**config.mk**
```make
export PLATFORM = sky130hd
export DESIGN_NAME = aligned_signature_scanner
export DESIGN_NICKNAME = d
export VERILOG_FILES = /design/src/design/asc_pkg.sv /design/src/design/asc_matcher.sv /design/src/design/asc_reporter.sv /design/src/design/aligned_signature_scanner.sv
export SDC_FILE = /design/constraint.sdc
export NUM_CORES = 1
export LEC_CHECK = 0
export ABC_CLOCK_PERIOD_IN_PS = 13850
export BUFFER_PORTS_ARGS = -buffer_cell sky130_fd_sc_hd__buf_2
export CAP_MARGIN = 25
export CORE_MARGIN = 8
export CORE_UTILIZATION = 40
export CTS_CLUSTER_SIZE = 10
export DETAILED_ROUTE_END_ITERATION = 12
export SLEW_MARGIN = 10
export SYNTH_ARGS = -nofsm -noshare
export SYNTH_HDL_FRONTEND = slang
export SYNTH_SLANG_ARGS = --single-unit
```
**constraint.sdc**
```tcl
create_clock -name clk -period 13.85 [get_ports clk]
set_clock_uncertainty 0.15 [all_clocks]
set_input_delay 1.385 -clock clk [delete_from_list [all_inputs] [get_ports clk]]
set_output_delay 1.385 -clock clk [all_outputs]
set_load 0.02 [all_outputs]
```
**src/design/asc_pkg.sv**
```systemverilog
// asc_pkg: shared types, kind codes and signature table for the aligned signature scanner
// no dependencies; used by asc_matcher, asc_reporter and aligned_signature_scanner
`timescale 1ns / 1ps
`default_nettype none

package asc_pkg;

  localparam int SIG_COUNT_DEF = 8;
  localparam int SIG_SLOTS     = 16;

  typedef enum logic [1:0] {
    KIND_CLEAR  = 2'd0,
    KIND_SCAN   = 2'd1,
    KIND_FINISH = 2'd2,
    KIND_NONE   = 2'd3
  } asc_kind_t;

  typedef struct packed {
    logic [1:0]  kind;
    logic [31:0] word;
    logic [31:0] word_address;
    logic        section_first;
  } asc_in_t;

  typedef struct packed {
    logic [2:0]  helper_index;
    logic [31:0] helper_address;
    logic        helper_found;
    logic [3:0]  found_total;
    logic        scan_ok;
    logic        last;
  } asc_out_t;

  // signature length in words, 0 for an unused slot
  function automatic logic [1:0] sig_len(input logic [3:0] slot);
    logic [1:0] len;
    case (slot)
      4'd0, 4'd1, 4'd2, 4'd3: len = 2'd1;
      4'd4, 4'd5, 4'd6, 4'd7: len = 2'd2;
      default:                len = 2'd0;
    endcase
    return len;
  endfunction

  function automatic logic [31:0] sig_first(input logic [3:0] slot);
    logic [31:0] w;
    case (slot)
      4'd0:       w = 32'hE9C1FF68;
      4'd1:       w = 32'hF9C1FF68;
      4'd2:       w = 32'hC9CCFF70;
      4'd3:       w = 32'hD9CCFF70;
      4'd4, 4'd5: w = 32'h3960FEE0;
      4'd6, 4'd7: w = 32'h3960FC00;
      default:    w = 32'h0;
    endcase
    return w;
  endfunction

  function automatic logic [31:0] sig_second(input logic [3:0] slot);
    logic [31:0] w;
    case (slot)
      4'd4:    w = 32'h7DCB60CE;
      4'd5:    w = 32'h7DCB61CE;
      4'd6:    w = 32'h100B60CB;
      4'd7:    w = 32'h100B61CB;
      default: w = 32'h0;
    endcase
    return w;
  endfunction

endpackage

`default_nettype wire

```
**src/design/asc_matcher.sv**
```systemverilog
// asc_matcher: per-signature first-match tracking and previous-word history
// depends on asc_pkg for the item type, kind codes and signature table
`timescale 1ns / 1ps
`default_nettype none

module asc_matcher #(
  parameter int SIGNATURE_COUNT = asc_pkg::SIG_COUNT_DEF
) (
  input  wire logic                       clk,
  input  wire logic                       rst_n,
  input  wire logic                       go_i,
  input  wire asc_pkg::asc_in_t           item_i,
  output logic [SIGNATURE_COUNT-1:0]      found_o,
  output logic [31:0]                     addr_o [SIGNATURE_COUNT],
  output logic                            any_scanned_o
);

  logic [31:0]                prev_word_r, prev_word_nxt;
  logic [31:0]                prev_addr_r, prev_addr_nxt;
  logic                       prev_valid_r, prev_valid_nxt;
  logic [SIGNATURE_COUNT-1:0] found_r, found_nxt;
  logic [31:0]                addr_r [SIGNATURE_COUNT];
  logic [31:0]                addr_nxt [SIGNATURE_COUNT];
  logic                       any_r, any_nxt;
  logic                       pair_ok;

  always_comb begin
    prev_word_nxt  = prev_word_r;
    prev_addr_nxt  = prev_addr_r;
    prev_valid_nxt = prev_valid_r;
    found_nxt      = found_r;
    addr_nxt       = addr_r;
    any_nxt        = any_r;
    pair_ok        = prev_valid_r && !item_i.section_first;
    if (go_i) begin
      case (item_i.kind)
        asc_pkg::KIND_CLEAR: begin
          prev_valid_nxt = 1'b0;
          found_nxt      = '0;
          any_nxt        = 1'b0;
        end
        asc_pkg::KIND_SCAN: begin
          for (int i = 0; i < SIGNATURE_COUNT; i++) begin
            if (!found_r[i]) begin
              if (asc_pkg::sig_len(4'(i)) == 2'd1 &&
                  item_i.word == asc_pkg::sig_first(4'(i))) begin
                found_nxt[i] = 1'b1;
                addr_nxt[i]  = item_i.word_address;
              end else if (asc_pkg::sig_len(4'(i)) == 2'd2 && pair_ok &&
                           prev_word_r == asc_pkg::sig_first(4'(i)) &&
                           item_i.word == asc_pkg::sig_second(4'(i))) begin
                found_nxt[i] = 1'b1;
                addr_nxt[i]  = prev_addr_r;
              end
            end
          end
          prev_word_nxt  = item_i.word;
          prev_addr_nxt  = item_i.word_address;
          prev_valid_nxt = 1'b1;
          any_nxt        = 1'b1;
        end
        default: begin
        end
      endcase
    end
  end

  always_ff @(posedge clk) begin
    if (!rst_n) begin
      prev_valid_r <= 1'b0;
      found_r      <= '0;
      any_r        <= 1'b0;
    end else begin
      prev_valid_r <= prev_valid_nxt;
      found_r      <= found_nxt;
      any_r        <= any_nxt;
    end
  end

  always_ff @(posedge clk) begin
    prev_word_r <= prev_word_nxt;
    prev_addr_r <= prev_addr_nxt;
    addr_r      <= addr_nxt;
  end

  assign found_o       = found_r;
  assign addr_o        = addr_r;
  assign any_scanned_o = any_r;

endmodule

`default_nettype wire

```
**src/design/asc_reporter.sv**
```systemverilog
// asc_reporter: snapshots match state on finish and sends one report line per signature
// depends on asc_pkg for the result type
`timescale 1ns / 1ps
`default_nettype none

module asc_reporter #(
  parameter int SIGNATURE_COUNT = asc_pkg::SIG_COUNT_DEF
) (
  input  wire logic                       clk,
  input  wire logic                       rst_n,
  input  wire logic                       load_i,
  input  wire logic [SIGNATURE_COUNT-1:0] found_i,
  input  wire logic [31:0]                addr_i [SIGNATURE_COUNT],
  input  wire logic                       any_scanned_i,
  output logic                            can_load_o,
  output logic                            out_valid_o,
  input  wire logic                       out_ready_i,
  output asc_pkg::asc_out_t               out_data_o
);

  localparam int IDX_W = (SIGNATURE_COUNT > 1) ? $clog2(SIGNATURE_COUNT) : 1;
  localparam logic [IDX_W-1:0] LAST_IDX = IDX_W'(SIGNATURE_COUNT - 1);

  logic                       busy_r, busy_nxt;
  logic [IDX_W-1:0]           cnt_r, cnt_nxt;
  logic [SIGNATURE_COUNT-1:0] found_r;
  logic [31:0]                addr_r [SIGNATURE_COUNT];
  logic [3:0]                 total_r;
  logic                       any_r;
  logic                       line_last;
  logic                       line_done;
  logic [4:0]                 cnt_ext;

  assign line_last  = (cnt_r == LAST_IDX);
  assign line_done  = busy_r && out_ready_i;
  assign can_load_o = !busy_r || (line_done && line_last);

  always_comb begin
    busy_nxt = busy_r;
    cnt_nxt  = cnt_r;
    if (line_done) begin
      if (line_last) begin
        busy_nxt = 1'b0;
      end else begin
        cnt_nxt = cnt_r + 1'b1;
      end
    end
    if (load_i) begin
      busy_nxt = 1'b1;
      cnt_nxt  = '0;
    end
  end

  always_ff @(posedge clk) begin
    if (!rst_n) begin
      busy_r <= 1'b0;
      cnt_r  <= '0;
    end else begin
      busy_r <= busy_nxt;
      cnt_r  <= cnt_nxt;
    end
  end

  // snapshot of the match state at the finish transfer
  always_ff @(posedge clk) begin
    if (load_i) begin
      found_r <= found_i;
      addr_r  <= addr_i;
      total_r <= 4'($countones(found_i));
      any_r   <= any_scanned_i;
    end
  end

  always_comb begin
    cnt_ext                     = 5'(cnt_r);
    out_data_o.helper_index     = cnt_ext[2:0];
    out_data_o.helper_found     = found_r[cnt_r];
    out_data_o.helper_address   = found_r[cnt_r] ? addr_r[cnt_r] : 32'h0;
    out_data_o.found_total      = total_r;
    out_data_o.scan_ok          = any_r;
    out_data_o.last             = line_last;
  end

  assign out_valid_o = busy_r;

endmodule

`default_nettype wire

```
**src/design/aligned_signature_scanner.sv**
```systemverilog
// channel  | ports                          | moves
// input    | in_valid in_ready in_data      | clear, scan word or finish item
// result   | out_valid out_ready out_data   | one report line per signature
//
// each item is held in the input register; a scan updates the match state there
// clear and scan transfers sustain one per cycle unless a finish waits; a finish emits SIGNATURE_COUNT lines,
// one per cycle while out_ready is high, and scans keep flowing meanwhile
// a second finish waits in the input register until the last line of the first transfers
// rst_n is synchronous; reset clears found flags, history valid and the report sequencer
`timescale 1ns / 1ps
`default_nettype none

module aligned_signature_scanner #(
  parameter int SIGNATURE_COUNT = asc_pkg::SIG_COUNT_DEF
) (
  input  wire logic             clk,
  input  wire logic             rst_n,
  input  wire logic             in_valid,
  output logic                  in_ready,
  input  wire asc_pkg::asc_in_t in_data,
  output logic                  out_valid,
  input  wire logic             out_ready,
  output asc_pkg::asc_out_t     out_data
);

  logic                       stg_valid_r, stg_valid_nxt;
  asc_pkg::asc_in_t           stg_item_r;
  logic                       stg_go;
  logic                       stg_finish;
  logic                       rep_load;
  logic                       rep_can_load;
  logic [SIGNATURE_COUNT-1:0] found;
  logic [31:0]                addr [SIGNATURE_COUNT];
  logic                       any_scanned;

  assign stg_finish = (stg_item_r.kind == asc_pkg::KIND_FINISH);
  assign stg_go     = stg_valid_r && (!stg_finish || rep_can_load);
  assign rep_load   = stg_go && stg_finish;
  assign in_ready   = !stg_valid_r || stg_go;

  always_comb begin
    stg_valid_nxt = stg_valid_r;
    if (in_ready) begin
      stg_valid_nxt = in_valid;
    end
  end

  always_ff @(posedge clk) begin
    if (!rst_n) begin
      stg_valid_r <= 1'b0;
    end else begin
      stg_valid_r <= stg_valid_nxt;
    end
  end

  always_ff @(posedge clk) begin
    if (in_ready && in_valid) begin
      stg_item_r <= in_data;
    end
  end

  asc_matcher #(
    .SIGNATURE_COUNT(SIGNATURE_COUNT)
  ) u_matcher (
    .clk           (clk),
    .rst_n         (rst_n),
    .go_i          (stg_go),
    .item_i        (stg_item_r),
    .found_o       (found),
    .addr_o        (addr),
    .any_scanned_o (any_scanned)
  );

  asc_reporter #(
    .SIGNATURE_COUNT(SIGNATURE_COUNT)
  ) u_reporter (
    .clk           (clk),
    .rst_n         (rst_n),
    .load_i        (rep_load),
    .found_i       (found),
    .addr_i        (addr),
    .any_scanned_i (any_scanned),
    .can_load_o    (rep_can_load),
    .out_valid_o   (out_valid),
    .out_ready_i   (out_ready),
    .out_data_o    (out_data)
  );

`ifndef SYNTHESIS
  a_reset_quiet: assert property (@(posedge clk) !rst_n |=> !out_valid)
    else $error("report line valid right after reset");

  a_unfound_zero: assert property (@(posedge clk) disable iff (!rst_n)
    out_valid && !out_data.helper_found |-> out_data.helper_address == 32'h0)
    else $error("address reported for unmatched signature");

  a_found_needs_scan: assert property (@(posedge clk) disable iff (!rst_n)
    out_valid && !out_data.scan_ok |-> !out_data.helper_found)
    else $error("match reported with no word scanned");

  a_finish_waits: assert property (@(posedge clk) disable iff (!rst_n)
    rep_load |-> !out_valid || (out_ready && out_data.last))
    else $error("finish taken while a report is still in flight");
`endif

endmodule

`default_nettype wire
```
After elaboration in Yosys (flattened, before gate mapping):

Cells that the tools add are included.

* $add $sub $neg: 8
* reduce and logical (&&, ||, !) cells: 70
* equality and inequality tests: 43
* order comparisons: 2
* multiplexer cells: 195
* bitwise operators: 11

Operator list (number)
* 32-bit two-way mux: 107
* 32-bit == test: 24
* 2-bit two-way mux: 56
* 32-bit binary-select mux with 3-bit select: 1
* 1-bit logical AND: 38
* 4-bit AND reduction: 8
* 1-bit two-way mux: 28
* 2-bit nonzero test: 11
* 2-bit by 1-bit == test with 1-bit output, second input constant: 9
* 2-bit == test, second input constant: 9
* 8-bit one-hot mux with 2 select lines: 1
* 4-bit adder: 3
* 1-bit inverter: 10
* 1-bit by 1-bit adder with 2-bit output: 4
* 2-bit AND reduction: 4
* 4-bit greater-or-equal comparator, second input constant: 1
* 1-bit logical NOT: 4
* 3-bit by 4-bit < comparator with 1-bit output, second input constant: 1
* 3-bit inverter with 4-bit output: 1
* 3-bit by 1-bit adder with 3-bit output, second input constant: 1
* 1-bit binary-select mux with 3-bit select: 1
* 3-bit == test, second input constant: 1
* 1-bit logical OR: 3
* 2-bit logical NOT: 1
* other kinds (2): 2

* register bits after elaboration: 670
* input port bits: 71

Depth between registers and ports, before layout:

Gate-level depths: netlist of the first run.

* depth after elaboration: 20
* gate-level depth with buffers: 7

Hierarchy:

Synthesis of the first run repeated with hierarchy kept, for this count alone.

* cell total of the unflattened synthesis: 1103
* area total of the unflattened synthesis: 24684.9 µm²

Modules (own cells, without submodules)
* asc_matcher: area an instance 12074.1 µm², cells an instance 560, seq. area each 9789.4 µm², instances 1
* asc_reporter: area an instance 10527.6 µm², cells an instance 467, seq. area each 8157.8 µm², instances 1
* aligned_signature_scanner: area an instance 2083.2 µm², cells an instance 76, seq. area each 2031.9 µm², instances 1

Worst setup path before layout of the first run:

No wires, ideal clock.

* kind: input-to-reg
* start: input port out_ready
* end: register u_reporter.addr_r[0] (netlist name) (enable)
* arrival time: 12.709 ns
* path slack: 0.086 ns
* stages: 2
* path buffers: 0
* cell sequence: a21boi_0 > nor2_1

* cells in the longest elaborated chain, start to end: 6

Ends and longest elaborated chain
* start: declaration: RTL line aligned_signature_scanner.sv:22 `input wire logic out_ready,`
* 1-bit logical AND: RTL line asc_reporter.sv:35 `assign line_done = busy_r && out_ready_i;`
* 1-bit logical AND: RTL line asc_reporter.sv:36 `assign can_load_o = !busy_r || (line_done && line_last);`
* 1-bit logical OR: RTL line asc_reporter.sv:36
* 1-bit logical OR: RTL line aligned_signature_scanner.sv:37 `assign stg_go = stg_valid_r && (!stg_finish || rep_can_load);`
* 1-bit logical AND: RTL line aligned_signature_scanner.sv:37
* 1-bit logical AND: RTL line aligned_signature_scanner.sv:38 `assign rep_load = stg_go && stg_finish;`
* named net rep_load: RTL line aligned_signature_scanner.sv:30 `logic rep_load;`
* end signal: assignment: RTL line asc_reporter.sv:68 `addr_r <= addr_i;`
* end: declaration: RTL line asc_reporter.sv:27 `logic [31:0] addr_r [SIGNATURE_COUNT];`

The timed path passes the listed nets, and every way through them passes these cells.
A chain may end at the register's enable or synchronous reset.

==> impl_metrics.xml, run 1 <==
<?xml version="1.0" encoding="UTF-8"?>
<metrics>
  <group name="setup_path">
    <metric name="critPathMaxFanout" unit="">39</metric>
    <metric name="reg2reg_setup_slack" unit="ns">9.81</metric>
    <metric name="worst_path_required" unit="ns">12.31</metric>
    <metric name="cp.arrival" unit="ns">3.36</metric>
    <metric name="cp-end-kind" unit="">primary output</metric>
    <metric name="worst_r2r_path_depth" unit="">6</metric>
    <metric name="critical_path.startpoint_type" unit="">flip-flop</metric>
    <metric name="setup.worst_path.class" unit="">reg -&gt; out</metric>
    <metric name="regToRegEndpoint" unit="">u_reporter.addr_r[146]</metric>
    <metric name="reg2reg_from" unit="">u_reporter.cnt_r[1]</metric>
  </group>
  <group name="sta">
    <metric name="fmaxAchievable" unit="GHz">0.2045</metric>
    <metric name="totalNegativeSetupSlack" unit="ns">0</metric>
    <metric name="hold_violations" unit="">0</metric>
    <metric name="unrepaired_setup_endpoints_after_global_routing" unit="">false</metric>
    <metric name="finalCriticalPeriod" unit="ns">4.891</metric>
    <metric name="timing.slew.headroom" unit="%">32.60</metric>
    <metric name="post-route-period-util" unit="%">35.31</metric>
    <metric name="max_slew_violation_count" unit="">0</metric>
    <metric name="worst_slack" unit="ns">8.959</metric>
    <metric name="final_setup_viols" unit="">0</metric>
    <metric name="worst-slew-pin-transition" unit="ns">1.006</metric>
  </group>
  <group name="clock_network">
    <metric name="cts_tree" unit="">built</metric>
    <metric name="cts_buffers" unit="">78</metric>
    <metric name="clk-insertion-delay-late" unit="ns">0.60</metric>
    <metric name="clkTransAtPathRegs" unit="ns">0.05</metric>
    <metric name="cts_hold_buffers" unit="">0</metric>
    <metric name="cts_root_buffer" unit="">clkbuf_16</metric>
    <metric name="cts_htree_levels" unit="">3</metric>
    <metric name="post_cts.repair.setup_buffers" unit="">0</metric>
    <metric name="clock_sink_count" unit="">670</metric>
    <metric name="cts_repair_resize_count" unit="">0</metric>
    <metric name="cts.path.max_buffers" unit="">3</metric>
  </group>
  <group name="placed_design">
    <metric name="hpwl" unit="mm">27.35</metric>
    <metric name="place_ws" unit="ns">9.396</metric>
    <metric name="portBuffers" unit="">114</metric>
    <metric name="placed_cells_incl_taps" unit="">1974</metric>
    <metric name="gp_congestion" unit="">0.7198</metric>
  </group>
  <group name="floorplan">
    <metric name="core.rowCount" unit="">91</metric>
    <metric name="die_outline_area" unit="um^2">69540</metric>
    <metric name="count_of_boundary_i_o_pins" unit="">115</metric>
    <metric name="start_util" unit="%">40.14</metric>
    <metric name="die_width" unit="um">263.7</metric>
    <metric name="core_region_area" unit="um^2">61140</metric>
    <metric name="die-height" unit="um">263.7</metric>
  </group>
  <group name="hold_path">
    <metric name="min_from" unit="">u_matcher.addr_o[79]</metric>
    <metric name="hold_path_depth" unit="">0</metric>
    <metric name="timing.hold.worst.class" unit="">reg -&gt; reg</metric>
    <metric name="worstHoldEndpoint" unit="">u_reporter.addr_r[79]</metric>
  </group>
  <group name="drt">
    <metric name="wirelength" unit="mm">47.92</metric>
    <metric name="drcViolationCount" unit="">0</metric>
    <metric name="ant_nets" unit="">0</metric>
    <metric name="routedWlPerCell" unit="um">23.00</metric>
    <metric name="drtPass1Iterations" unit="">4</metric>
    <metric name="initialDrtViolationCount" unit="">861</metric>
    <metric name="via_count" unit="">10797</metric>
    <metric name="drt-vias-per-instance" unit="">5.183</metric>
  </group>
  <group name="cells_and_area">
    <metric name="post_layout_nonfiller_instances" unit="">2083</metric>
    <metric name="finish.net_count" unit="">1349</metric>
    <metric name="post_layout_util" unit="%">46.35</metric>
    <metric name="multi_input_area" unit="um^2">4379</metric>
    <metric name="most_common_library_cell_in_the_layout_ignoring_fill_and_taps" unit="">edfxtp_1</metric>
    <metric name="antennaDiodeCount" unit="">0</metric>
    <metric name="top_library_cells_by_usage_in_the_layout_fill_and_taps_aside" unit="">edfxtp_1 (656), mux2_2 (123), buf_2 (114)</metric>
    <metric name="layout_cell_share_with_drive_strength_beyond_1" unit="%">33.80</metric>
    <metric name="n_fill_cell" unit="">5014</metric>
    <metric name="layout.area.seq" unit="um^2">19990</metric>
    <metric name="areaGrowthSynthToFinish" unit="%">15.47</metric>
  </group>
  <group name="global_route">
    <metric name="wire_length_of_the_first_global_routing_pass" unit="mm">72.71</metric>
    <metric name="grt_overflow" unit="">0</metric>
    <metric name="pin_count_of_the_biggest_net_entering_global_routing" unit="">89</metric>
    <metric name="grt_antenna_before_repair" unit="">0</metric>
    <metric name="track_usage" unit="%">13.77</metric>
    <metric name="number_of_global_route_vias_before_repair" unit="">11557</metric>
  </group>
  <group name="synth">
    <metric name="syn-cell-area" unit="um^2">24540</metric>
    <metric name="gate_count_post_synth" unit="">1091</metric>
    <metric name="synth.lib_cells_used.distinct" unit="">47</metric>
    <metric name="ys_async_sr_fraction" unit="%">0</metric>
    <metric name="yosys_warnings" unit="">0</metric>
    <metric name="dominantRegCellSynth" unit="">edfxtp_1</metric>
    <metric name="number_of_enable_flip_flop_cells_after_synthesis" unit="">656</metric>
    <metric name="ys_seq_elements" unit="">670</metric>
    <metric name="ys_seq_area_share" unit="%">81.40</metric>
    <metric name="mapped_avg_cell_area" unit="um^2">22.50</metric>
    <metric name="synth_nets" unit="">1174</metric>
  </group>
  <group name="power">
    <metric name="post-layout-total-power" unit="mW">4.110</metric>
    <metric name="ir_worst_vdd" unit="mV">0.09749</metric>
    <metric name="pleak" unit="nW">9.122</metric>
    <metric name="p_per_area" unit="nW/um^2">145.0</metric>
  </group>
  <group name="flow_run">
    <metric name="drv.max_cap_violation_count" unit="">0</metric>
  </group>
  <group name="outcome">
    <metric name="status" unit="">finished clean</metric>
  </group>
</metrics>
[kinds of logic (layout without fill, tap and decap cells)]
logic type	after synthesis	count (layout)	share of synthesized area, %
adder cells (fa/ha/maj)	12	12	0.7341
multiplexers	229	229	13.43
flip-flops	670	670	81.40
XOR/XNOR	1	1	0.03569
AND/OR/NAND/NOR	119	119	2.860
AO/OA/AOI/OAI	14	14	0.4078
buffers and inverters	46	248	1.127
[report_power, final]
| part | leakage [nW] | internal, mW | switching (mW) | total, mW |
|---|---|---|---|---|
| combinational | 1.96 | 0.0244 | 0.0303 | 0.0547 |
| sequential | 6.09 | 2.23 | 0.0196 | 2.25 |
| clock | 1.06 | 1.08 | 0.724 | 1.80 |
[state kept, by name (all words and copies together) (netlist names)]
register / cells
u_matcher.addr_o: 256
u_reporter.addr_r: 256
stg_item_r: 67
u_matcher.prev_addr_r: 32
u_matcher.prev_word_r: 32
u_matcher.found_o: 8
u_reporter.found_r: 8
u_reporter.total_r: 4
u_reporter.cnt_r: 3
stg_valid_r: 1
u_matcher.prev_valid_r: 1
u_reporter.any_r: 1
u_reporter.out_valid_o: 1
[layout make-up]
type	instances	share of cell area, %
clock inverter	6	0.2649
multi-input combinational	375	15.45
tap	790	3.488
inverter	8	0.1104
sequential	670	70.54
timing repair buffer	133	2.658
clock buffer	101	7.492
[routing by layer]
layer / vias up / wire length [um] / global-route usage [%]
li1: 4809 / - / -
met1: 5663 / 20640 / 17.94
met2: 259 / 24080 / 23.37
met3: 66 / 2347 / 2.641
met4: 0 / 843 / 4.081
met5: - / 0 / 0
[worst max-delay path, cell delays in order (launching register included)]
cell     delay [ns]
dfxtp_4        0.79
buf_4          0.80
mux4_2         0.59
mux2i_1        0.32
nor2_1         0.07
buf_2          0.18
[how the worst max path moves through the flow]
stage               cells after the start           startpoint              endpoint  slack (ns)
detailed placement                      5  u_reporter.cnt_r[0]          out_data[26]        9.40
finish                                  5  u_reporter.cnt_r[0]          out_data[37]        8.96
floorplan                               2            out_ready  u_reporter.addr_r[0]        0.09
CTS                                     5  u_reporter.cnt_r[0]          out_data[26]        8.77
global placement                        5  u_reporter.cnt_r[0]          out_data[38]        9.43
global route                            5  u_reporter.cnt_r[0]          out_data[37]        8.65
[metrics by stage]
stage,instance area (um^2),hold WS (ns)
after CTS,28290,0.2497
after global routing,28340,0.2539
after floorplan,24540,0.2503
after global placement,26080,0.2512
final,28340,0.2512
after detailed placement,26090,0.2545
[synth_stat cells, types with 4 or more instances]
cell type,n,area share (%)
buf_2,5,0.10
inv_1,8,0.12
nor2_1,37,0.57
mux2_2,123,5.6
ha_1,8,0.41
nand4_1,8,0.20
fa_1,4,0.33
nand3_1,6,0.12
buf_1,4,0.061
o21ai_0,5,0.10
nor4bb_1,4,0.16
mux2i_1,35,1.4
dfxtp_1,14,1.1
mux4_2,66,6.1
clkbuf_1,15,0.23
nor4_1,6,0.15
edfxtp_1,656,80
a32o_1,4,0.16
nand2_1,9,0.14
nor3_1,16,0.33
nand3_2,4,0.16
mux2_4,5,0.31
buf_6,12,0.55
(Power assumes the default switching activity.)
==> inputs of run 2 (changes only) <==
--- a/config.mk
+++ b/config.mk
@@ -5,7 +5,8 @@
 export SDC_FILE = /design/constraint.sdc
 export NUM_CORES = 1
 export LEC_CHECK = 0
-export ABC_CLOCK_PERIOD_IN_PS = 13850
+export ABC_AREA = 1
+export ABC_CLOCK_PERIOD_IN_PS = 4300
 export BUFFER_PORTS_ARGS = -buffer_cell sky130_fd_sc_hd__buf_2
 export CAP_MARGIN = 25
 export CORE_MARGIN = 8
==> constraint.sdc (replaced) <==
create_clock -name clk -period 4.3 [get_ports clk]
set_clock_uncertainty 0.15 [all_clocks]
set_input_delay 0.43 -clock clk [delete_from_list [all_inputs] [get_ports clk]]
set_output_delay 0.43 -clock clk [all_outputs]
set_load 0.02 [all_outputs]
==> run 2 against run 1 <==
Net effect:
- total power grew to 3.3 times the previous value
- first-iteration DRC count is 5.0% higher
- via count is 33% higher
- worst hold slack worse by 0.16 ns
==> impl_metrics.xml, run 2 <==
<?xml version="1.0" encoding="UTF-8"?>
<metrics>
  <group name="cells_and_area">
    <metric name="fin_area" unit="um^2">30170</metric>
    <metric name="areaGrowthSynthToFinish" unit="%">17.03</metric>
    <metric name="layout_cell_share_with_drive_strength_beyond_1" unit="%">16.02</metric>
    <metric name="post_layout_util" unit="%">47.06</metric>
    <metric name="most_common_library_cell_in_the_layout_ignoring_fill_and_taps" unit="">edfxtp_1</metric>
    <metric name="finish.net_count" unit="">2167</metric>
    <metric name="top_library_cells_by_usage_in_the_layout_fill_and_taps_aside" unit="">edfxtp_1 (656), nand2_1 (325), nor2_1 (260)</metric>
    <metric name="antennaDiodeCount" unit="">0</metric>
  </group>
  <group name="setup_path">
    <metric name="crit_chain" unit="">buf_4, buf_6, nor2_1, nor2_1, o21ai_0, o21ai_1, nand2_1, nand2_1, nand2_1, inv_1, buf_2</metric>
    <metric name="worst_path_dominant_cell_family" unit="">buffers and inverters</metric>
    <metric name="critical_path_buf_inv_count" unit="">4</metric>
    <metric name="critical_path.startpoint_type" unit="">flip-flop</metric>
    <metric name="cp.arrival" unit="ns">3.24</metric>
    <metric name="crit_path_max_incr_delay" unit="ns">0.63</metric>
    <metric name="setup.worst_path.class" unit="">reg -&gt; out</metric>
    <metric name="critical-path-top-cell-by-count" unit="">nand2_1</metric>
    <metric name="cp.depth" unit="">11</metric>
    <metric name="worst_r2r_path_depth" unit="">9</metric>
    <metric name="critical_path_slowest_stage_cell" unit="">buf_4</metric>
    <metric name="cp-end-kind" unit="">primary output</metric>
    <metric name="worst_path_required" unit="ns">3.72</metric>
    <metric name="critPathMaxFanout" unit="">56</metric>
  </group>
  <group name="drt">
    <metric name="ant_nets" unit="">0</metric>
    <metric name="drcViolationCount" unit="">0</metric>
    <metric name="initialDrtViolationCount" unit="">904</metric>
    <metric name="drtPass1Iterations" unit="">5</metric>
    <metric name="routedWlPerCell" unit="um">17.83</metric>
    <metric name="drt-vias-per-instance" unit="">4.868</metric>
    <metric name="routed_length_on_met3" unit="mm">2.383</metric>
    <metric name="wl_met1" unit="mm">22.16</metric>
    <metric name="maxUsedRoutingLayer" unit="">met4</metric>
    <metric name="via_count" unit="">14401</metric>
    <metric name="met2RoutedLength" unit="mm">26.76</metric>
    <metric name="wirelength" unit="mm">52.74</metric>
  </group>
  <group name="sta">
    <metric name="hold_violations" unit="">0</metric>
    <metric name="post-route-period-util" unit="%">88.85</metric>
    <metric name="worst_slack" unit="ns">0.4794</metric>
    <metric name="final_setup_viols" unit="">0</metric>
    <metric name="timing.slew.headroom" unit="%">31.44</metric>
    <metric name="finalCriticalPeriod" unit="ns">3.821</metric>
    <metric name="fmaxAchievable" unit="GHz">0.2617</metric>
    <metric name="max_slew_violation_count" unit="">0</metric>
    <metric name="worst-slew-pin-transition" unit="ns">1.028</metric>
    <metric name="finalHoldWorstSlack" unit="ns">0.08710</metric>
    <metric name="unrepaired_setup_endpoints_after_global_routing" unit="">false</metric>
  </group>
  <group name="synth">
    <metric name="synth.lib_cells_used.distinct" unit="">39</metric>
    <metric name="syn-cell-area" unit="um^2">25780</metric>
    <metric name="ys_async_sr_fraction" unit="%">0</metric>
    <metric name="mapped_avg_cell_area" unit="um^2">13.76</metric>
    <metric name="ys_seq_area_share" unit="%">77.50</metric>
    <metric name="netlist.area_leader.share" unit="%">76.41</metric>
    <metric name="synthDominantAreaCellType" unit="">edfxtp_1</metric>
    <metric name="number_of_enable_flip_flop_cells_after_synthesis" unit="">656</metric>
    <metric name="gate_count_post_synth" unit="">1873</metric>
    <metric name="yosys_warnings" unit="">0</metric>
    <metric name="dominantRegCellSynth" unit="">edfxtp_1</metric>
    <metric name="yosysMostFrequentCell" unit="">edfxtp_1</metric>
    <metric name="ys_seq_elements" unit="">670</metric>
    <metric name="synthTopCellsByCount" unit="">edfxtp_1 (656), nand2_1 (325), nor2_1 (266)</metric>
    <metric name="synth_top_area_cells" unit="">edfxtp_1 (76%), nand2_1 (4.7%), nor2_1 (3.9%)</metric>
    <metric name="synth_nets" unit="">1956</metric>
  </group>
  <group name="clock_network">
    <metric name="clock_sink_count" unit="">670</metric>
    <metric name="cts_root_buffer" unit="">clkbuf_16</metric>
    <metric name="post_cts.repair.setup_buffers" unit="">0</metric>
    <metric name="cts_htree_levels" unit="">3</metric>
    <metric name="cts_buffers" unit="">78</metric>
    <metric name="cts_tree" unit="">built</metric>
    <metric name="cts.path.max_buffers" unit="">3</metric>
    <metric name="clkTransAtPathRegs" unit="ns">0.06</metric>
    <metric name="clk-insertion-delay-late" unit="ns">0.59</metric>
  </group>
  <group name="global_route">
    <metric name="track_usage" unit="%">14.35</metric>
    <metric name="number_of_global_route_vias_before_repair" unit="">15311</metric>
    <metric name="grt_overflow" unit="">0</metric>
    <metric name="pin_count_of_the_biggest_net_entering_global_routing" unit="">99</metric>
    <metric name="grt_antenna_before_repair" unit="">0</metric>
    <metric name="wire_length_of_the_first_global_routing_pass" unit="mm">82.70</metric>
  </group>
  <group name="floorplan">
    <metric name="count_of_boundary_i_o_pins" unit="">115</metric>
    <metric name="die-height" unit="um">269.9</metric>
    <metric name="core.rowCount" unit="">93</metric>
    <metric name="start_util" unit="%">40.21</metric>
    <metric name="die_outline_area" unit="um^2">72830</metric>
    <metric name="core_region_area" unit="um^2">64120</metric>
    <metric name="die_width" unit="um">269.9</metric>
  </group>
  <group name="placed_design">
    <metric name="portBuffers" unit="">114</metric>
    <metric name="place_ws" unit="ns">0.8664</metric>
    <metric name="hpwl" unit="mm">30.54</metric>
    <metric name="gp_congestion" unit="">0.7546</metric>
    <metric name="placed_cell_area" unit="um^2">27250</metric>
  </group>
  <group name="hold_path">
    <metric name="timing.hold.worst.class" unit="">in -&gt; reg</metric>
    <metric name="hold_path_depth" unit="">6</metric>
  </group>
  <group name="power">
    <metric name="post-layout-total-power" unit="mW">13.44</metric>
    <metric name="pleak" unit="nW">11.06</metric>
    <metric name="p_per_area" unit="nW/um^2">445.4</metric>
    <metric name="ir_worst_vdd" unit="mV">0.3247</metric>
  </group>
  <group name="flow_run">
    <metric name="drv.max_cap_violation_count" unit="">0</metric>
  </group>
  <group name="outcome">
    <metric name="status" unit="">finished clean</metric>
  </group>
</metrics>
[run 2: kinds of logic after synthesis]
family / count (synthesis) / share of synthesized area (%)
flip-flops: 670 / 77.50
AND/OR/NAND/NOR: 651 / 10.31
AO/OA/AOI/OAI: 336 / 7.459
buffers and inverters: 202 / 3.960
adder cells (fa/ha/maj): 12 / 0.6989
XOR/XNOR: 1 / 0.03398
multiplexers: 1 / 0.03883
[run 2: final timing paths]
kind	start	to	slack, ns
setup / recovery	u_reporter.cnt_r[0]	out_data[35]	0.48
hold / removal	out_ready	u_reporter.out_valid_o	0.09
setup reg to reg	u_reporter.cnt_r[1]	u_reporter.addr_r[5]	1.12
hold reg to reg	u_matcher.addr_o[79]	u_reporter.addr_r[79]	0.26
[run 2: timing repair]
action,CTS,global route
hold endpoints to repair,72,0
gates resized for setup,0,1
hold buffers,69,0
setup endpoints to repair,0,1
[run 2: final cells by class]
class / instances / area (um^2)
well taps: 855 / 1070
inverters: 122 / 466.7
flip-flops and latches: 670 / 19990
fillers: 5460 / 33950
clock inverters: 5 / 75.07
repair buffers: 211 / 1558
clock buffers: 94 / 2118
multi-input cells: 1001 / 4895
[run 2: where the power goes]
group | switching, mW | internal [mW] | total, mW
clock | 2.35 | 3.48 | 5.83
sequential | 0.0596 | 7.22 | 7.28
combinational | 0.197 | 0.126 | 0.323
total | 2.61 | 10.8 | 13.4
[run 2: worst register-to-register path, delay by kind of cell, from the launching register on]
kind / cells / cell delay, ns
flops: 1 / 0.48
buf+inv: 2 / 1.14
simple gates: 5 / 0.66
fa+ha+maj: 2 / 0.40
[run 2: per-layer routing]
| layer | vias up | global-route usage (%) |
|---|---|---|
| li1 | 6971 | - |
| met1 | 6978 | 17.25 |
| met2 | 340 | 25.56 |
| met3 | 112 | 2.514 |
| met4 | 0 | 5.382 |
| met5 | - | 0 |
[run 2: metrics by stage]
stage          std cells  TNS [ns]
5_1_grt             2958         0
3_3_place_gp        2789         0
4_1_cts             2957         0
6_report            2958         0
3_5_place_dp        2789         0
2_1_floorplan       1873   -418.47
==> inputs of run 3 (changes only) <==
--- a/config.mk
+++ b/config.mk
@@ -9,7 +9,7 @@
 export ABC_CLOCK_PERIOD_IN_PS = 4300
 export BUFFER_PORTS_ARGS = -buffer_cell sky130_fd_sc_hd__buf_2
 export CAP_MARGIN = 25
-export CORE_MARGIN = 8
+export CORE_MARGIN = 4
 export CORE_UTILIZATION = 40
 export CTS_CLUSTER_SIZE = 10
 export DETAILED_ROUTE_END_ITERATION = 12
==> run 3 against run 2 <==
Net effect:
- via count is 0.26% higher
- sequential power barely moved
- critical path depth down 2
- utilization rose by 0.50 points
- combinational power barely moved
- first-iteration DRC count increased by 11%
- count of clock-buffer cells in the layout increased by 7
- setup slack got worse by 0.14 ns
- sequential cell count is the same
- maximum frequency decreased by 3.7%
- design area barely moved
- die area down 5.8%
- critical path type unchanged
- critical endpoint is now out_data[24]
- highest routed layer unchanged
==> impl_metrics.xml, run 3 (synthesized netlist as in run 2, its figures left out) <==
<?xml version="1.0" encoding="UTF-8"?>
<metrics>
  <group name="outcome">
    <metric name="status" unit="">finished clean</metric>
  </group>
  <group name="sta">
    <metric name="post-route-period-util" unit="%">92.22</metric>
    <metric name="finalHoldWorstSlack" unit="ns">0.09813</metric>
    <metric name="timing.slew.headroom" unit="%">30.43</metric>
    <metric name="worst-slew-pin-transition" unit="ns">1.043</metric>
    <metric name="hold_violations" unit="">0</metric>
    <metric name="worst_slack" unit="ns">0.3344</metric>
    <metric name="final_setup_viols" unit="">0</metric>
    <metric name="unrepaired_setup_endpoints_after_global_routing" unit="">false</metric>
    <metric name="finalCriticalPeriod" unit="ns">3.966</metric>
    <metric name="max_slew_violation_count" unit="">0</metric>
    <metric name="fmaxAchievable" unit="GHz">0.2522</metric>
  </group>
  <group name="setup_path">
    <metric name="regToRegEndpoint" unit="">u_reporter.addr_r[125]</metric>
    <metric name="crit_chain" unit="">inv_4, o21ai_0, o21ai_0, nand2_1, nand2_2, buf_4, nand2_1, inv_1, buf_2</metric>
    <metric name="setup.worst_path.class" unit="">reg -&gt; out</metric>
    <metric name="critical_path_slowest_stage_cell" unit="">dfxtp_4</metric>
    <metric name="critical_path.startpoint_type" unit="">flip-flop</metric>
    <metric name="critical_path_buf_inv_count" unit="">4</metric>
    <metric name="critical_path.startpoint" unit="">u_reporter.cnt_r[0]</metric>
    <metric name="worst_path_dominant_cell_family" unit="">buffers and inverters</metric>
    <metric name="reg2reg_setup_slack" unit="ns">1.15</metric>
    <metric name="cp-endpoint" unit="">out_data[24]</metric>
    <metric name="crit_path_max_incr_delay" unit="ns">0.76</metric>
    <metric name="cp-end-kind" unit="">primary output</metric>
    <metric name="critPathMaxFanout" unit="">58</metric>
    <metric name="cp.depth" unit="">9</metric>
    <metric name="cp.arrival" unit="ns">3.39</metric>
    <metric name="worst_r2r_path_depth" unit="">9</metric>
    <metric name="reg2reg_from" unit="">u_reporter.cnt_r[1]</metric>
    <metric name="worst_path_required" unit="ns">3.72</metric>
  </group>
  <group name="hold_path">
    <metric name="min_from" unit="">out_ready</metric>
    <metric name="timing.hold.worst.class" unit="">in -&gt; reg</metric>
  </group>
  <group name="cells_and_area">
    <metric name="areaGrowthSynthToFinish" unit="%">17.00</metric>
    <metric name="n_fill_cell" unit="">5418</metric>
    <metric name="finish.net_count" unit="">2167</metric>
    <metric name="fin_area" unit="um^2">30160</metric>
    <metric name="most_common_library_cell_in_the_layout_ignoring_fill_and_taps" unit="">edfxtp_1</metric>
    <metric name="antennaDiodeCount" unit="">0</metric>
    <metric name="layout_cell_share_with_drive_strength_beyond_1" unit="%">15.96</metric>
    <metric name="top_library_cells_by_usage_in_the_layout_fill_and_taps_aside" unit="">edfxtp_1 (656), nand2_1 (325), nor2_1 (260)</metric>
  </group>
  <group name="floorplan">
    <metric name="die-height" unit="um">261.9</metric>
    <metric name="die_width" unit="um">261.9</metric>
    <metric name="count_of_boundary_i_o_pins" unit="">115</metric>
    <metric name="start_util" unit="%">40.65</metric>
    <metric name="die_outline_area" unit="um^2">68580</metric>
    <metric name="core_region_area" unit="um^2">63430</metric>
    <metric name="core.rowCount" unit="">92</metric>
  </group>
  <group name="clock_network">
    <metric name="cts_root_buffer" unit="">clkbuf_16</metric>
    <metric name="cts_tree" unit="">built</metric>
    <metric name="post_cts.repair.setup_buffers" unit="">0</metric>
    <metric name="clock_sink_count" unit="">670</metric>
    <metric name="clkTransAtPathRegs" unit="ns">0.05</metric>
    <metric name="cts_htree_levels" unit="">3</metric>
    <metric name="cts.path.max_buffers" unit="">3</metric>
    <metric name="cts_buffers" unit="">78</metric>
    <metric name="clk-insertion-delay-late" unit="ns">0.61</metric>
  </group>
  <group name="power">
    <metric name="p_per_area" unit="nW/um^2">444.4</metric>
    <metric name="sw_frac_of_total" unit="%">19.60</metric>
    <metric name="power_switching" unit="mW">2.628</metric>
    <metric name="share_clk_of_total_power" unit="%">43.3</metric>
    <metric name="ir_worst_vdd" unit="mV">0.2821</metric>
    <metric name="part_of_the_power_in_combinational_logic" unit="%">2.4</metric>
    <metric name="internal_power_of_the_cells" unit="mW">10.78</metric>
    <metric name="sequentialPowerShare" unit="%">54.3</metric>
    <metric name="post-layout-total-power" unit="mW">13.41</metric>
    <metric name="pleak" unit="nW">11.06</metric>
  </group>
  <group name="global_route">
    <metric name="grt_antenna_before_repair" unit="">0</metric>
    <metric name="wire_length_of_the_first_global_routing_pass" unit="mm">82.03</metric>
    <metric name="grt_overflow" unit="">0</metric>
    <metric name="pin_count_of_the_biggest_net_entering_global_routing" unit="">83</metric>
    <metric name="track_usage" unit="%">15.60</metric>
    <metric name="number_of_global_route_vias_before_repair" unit="">14560</metric>
  </group>
  <group name="drt">
    <metric name="drtPass1Iterations" unit="">5</metric>
    <metric name="routedWlPerCell" unit="um">18.02</metric>
    <metric name="drcViolationCount" unit="">0</metric>
    <metric name="drt-vias-per-instance" unit="">4.881</metric>
    <metric name="initialDrtViolationCount" unit="">999</metric>
    <metric name="wirelength" unit="mm">53.31</metric>
    <metric name="via_count" unit="">14438</metric>
    <metric name="ant_nets" unit="">0</metric>
  </group>
  <group name="placed_design">
    <metric name="portBuffers" unit="">114</metric>
    <metric name="place_ws" unit="ns">0.8536</metric>
    <metric name="gp_congestion" unit="">0.7668</metric>
    <metric name="placed_cell_area" unit="um^2">27250</metric>
    <metric name="hpwl" unit="mm">30.33</metric>
  </group>
  <group name="flow_run">
    <metric name="drv.max_cap_violation_count" unit="">0</metric>
  </group>
</metrics>
[run 3: cell types whose count changed in the layout (fill, tap and decap cells not counted)]
cell,delta
buf_12,+1
buf_4,-1
bufinv_16,-1
clkbuf_1,+7
clkbuf_16,-1
clkbuf_8,+1
clkinv_1,+2
clkinv_2,+1
clkinv_8,-1
inv_4,-1
inv_6,+2
[run 3: power groups by stage]
stage / combinational [mW] / clock, mW / sequential, mW
finish: 0.320 / 5.80 / 7.28
global route: 0.361 / 6.22 / 7.29
CTS: 0.324 / 5.95 / 7.28
detailed placement: 0.274 / 0 / 7.42
global placement: 0.268 / 0 / 7.41
floorplan: 0.178 / 0 / 7.40
[run 3: worst reg2reg max path, delay by kind of cell, from the launching register on]
kind          cells  cell delay [ns]
fa+ha+maj         2             0.39
flops             1             0.80
simple gates      5             0.54
buf+inv           2             0.78
[run 3: layout make-up]
type                            count  area, um^2  area share, %
Timing Repair Buffer              211        1570          5.206
Inverter                          122       465.4          1.543
Clock inverter                      7       53.80         0.1784
Multi-Input combinational cell   1001        4895          16.23
Clock buffer                      101        2133          7.072
Tap cell                          846        1059          3.509
Sequential cell                   670       19990          66.26
[run 3: metal layers]
layer,vias up,wire length [um],GRT usage (%)
li1,6985,-,-
met1,6990,23010,20.57
met2,385,26460,26.48
met3,78,2820,2.515
met4,0,1019,5.398
met5,-,0,0
[run 3: worst min path at each step]
stage | endpoint | depth (start not counted)
6_report | u_reporter.out_valid_o | 6
5_1_grt | u_reporter.out_valid_o | 6
3_3_place_gp | u_reporter.addr_r[6] | 0
4_1_cts | u_reporter.out_valid_o | 6
3_5_place_dp | u_reporter.addr_r[102] | 0
2_1_floorplan | u_reporter.addr_r[0] | 0
[run 3: per-stage QoR]
| step | setup TNS [ns] | util (%) | cells |
|---|---|---|---|
| 3_3_place_gp | 0 | 42.97 | 2780 |
| 6_report | 0 | 47.56 | 2958 |
| 5_1_grt | 0 | 47.56 | 2958 |
| 4_1_cts | 0 | 47.51 | 2957 |
| 2_1_floorplan | -418.47 | - | 1873 |
| 3_5_place_dp | 0 | 42.97 | 2780 |
[run 3: what timing repair did]
action,4_1_cts,5_1_grt
endpoints found under the hold margin,69,0
setup endpoints to repair,0,1
hold buffers,69,0
gates resized for setup,0,1
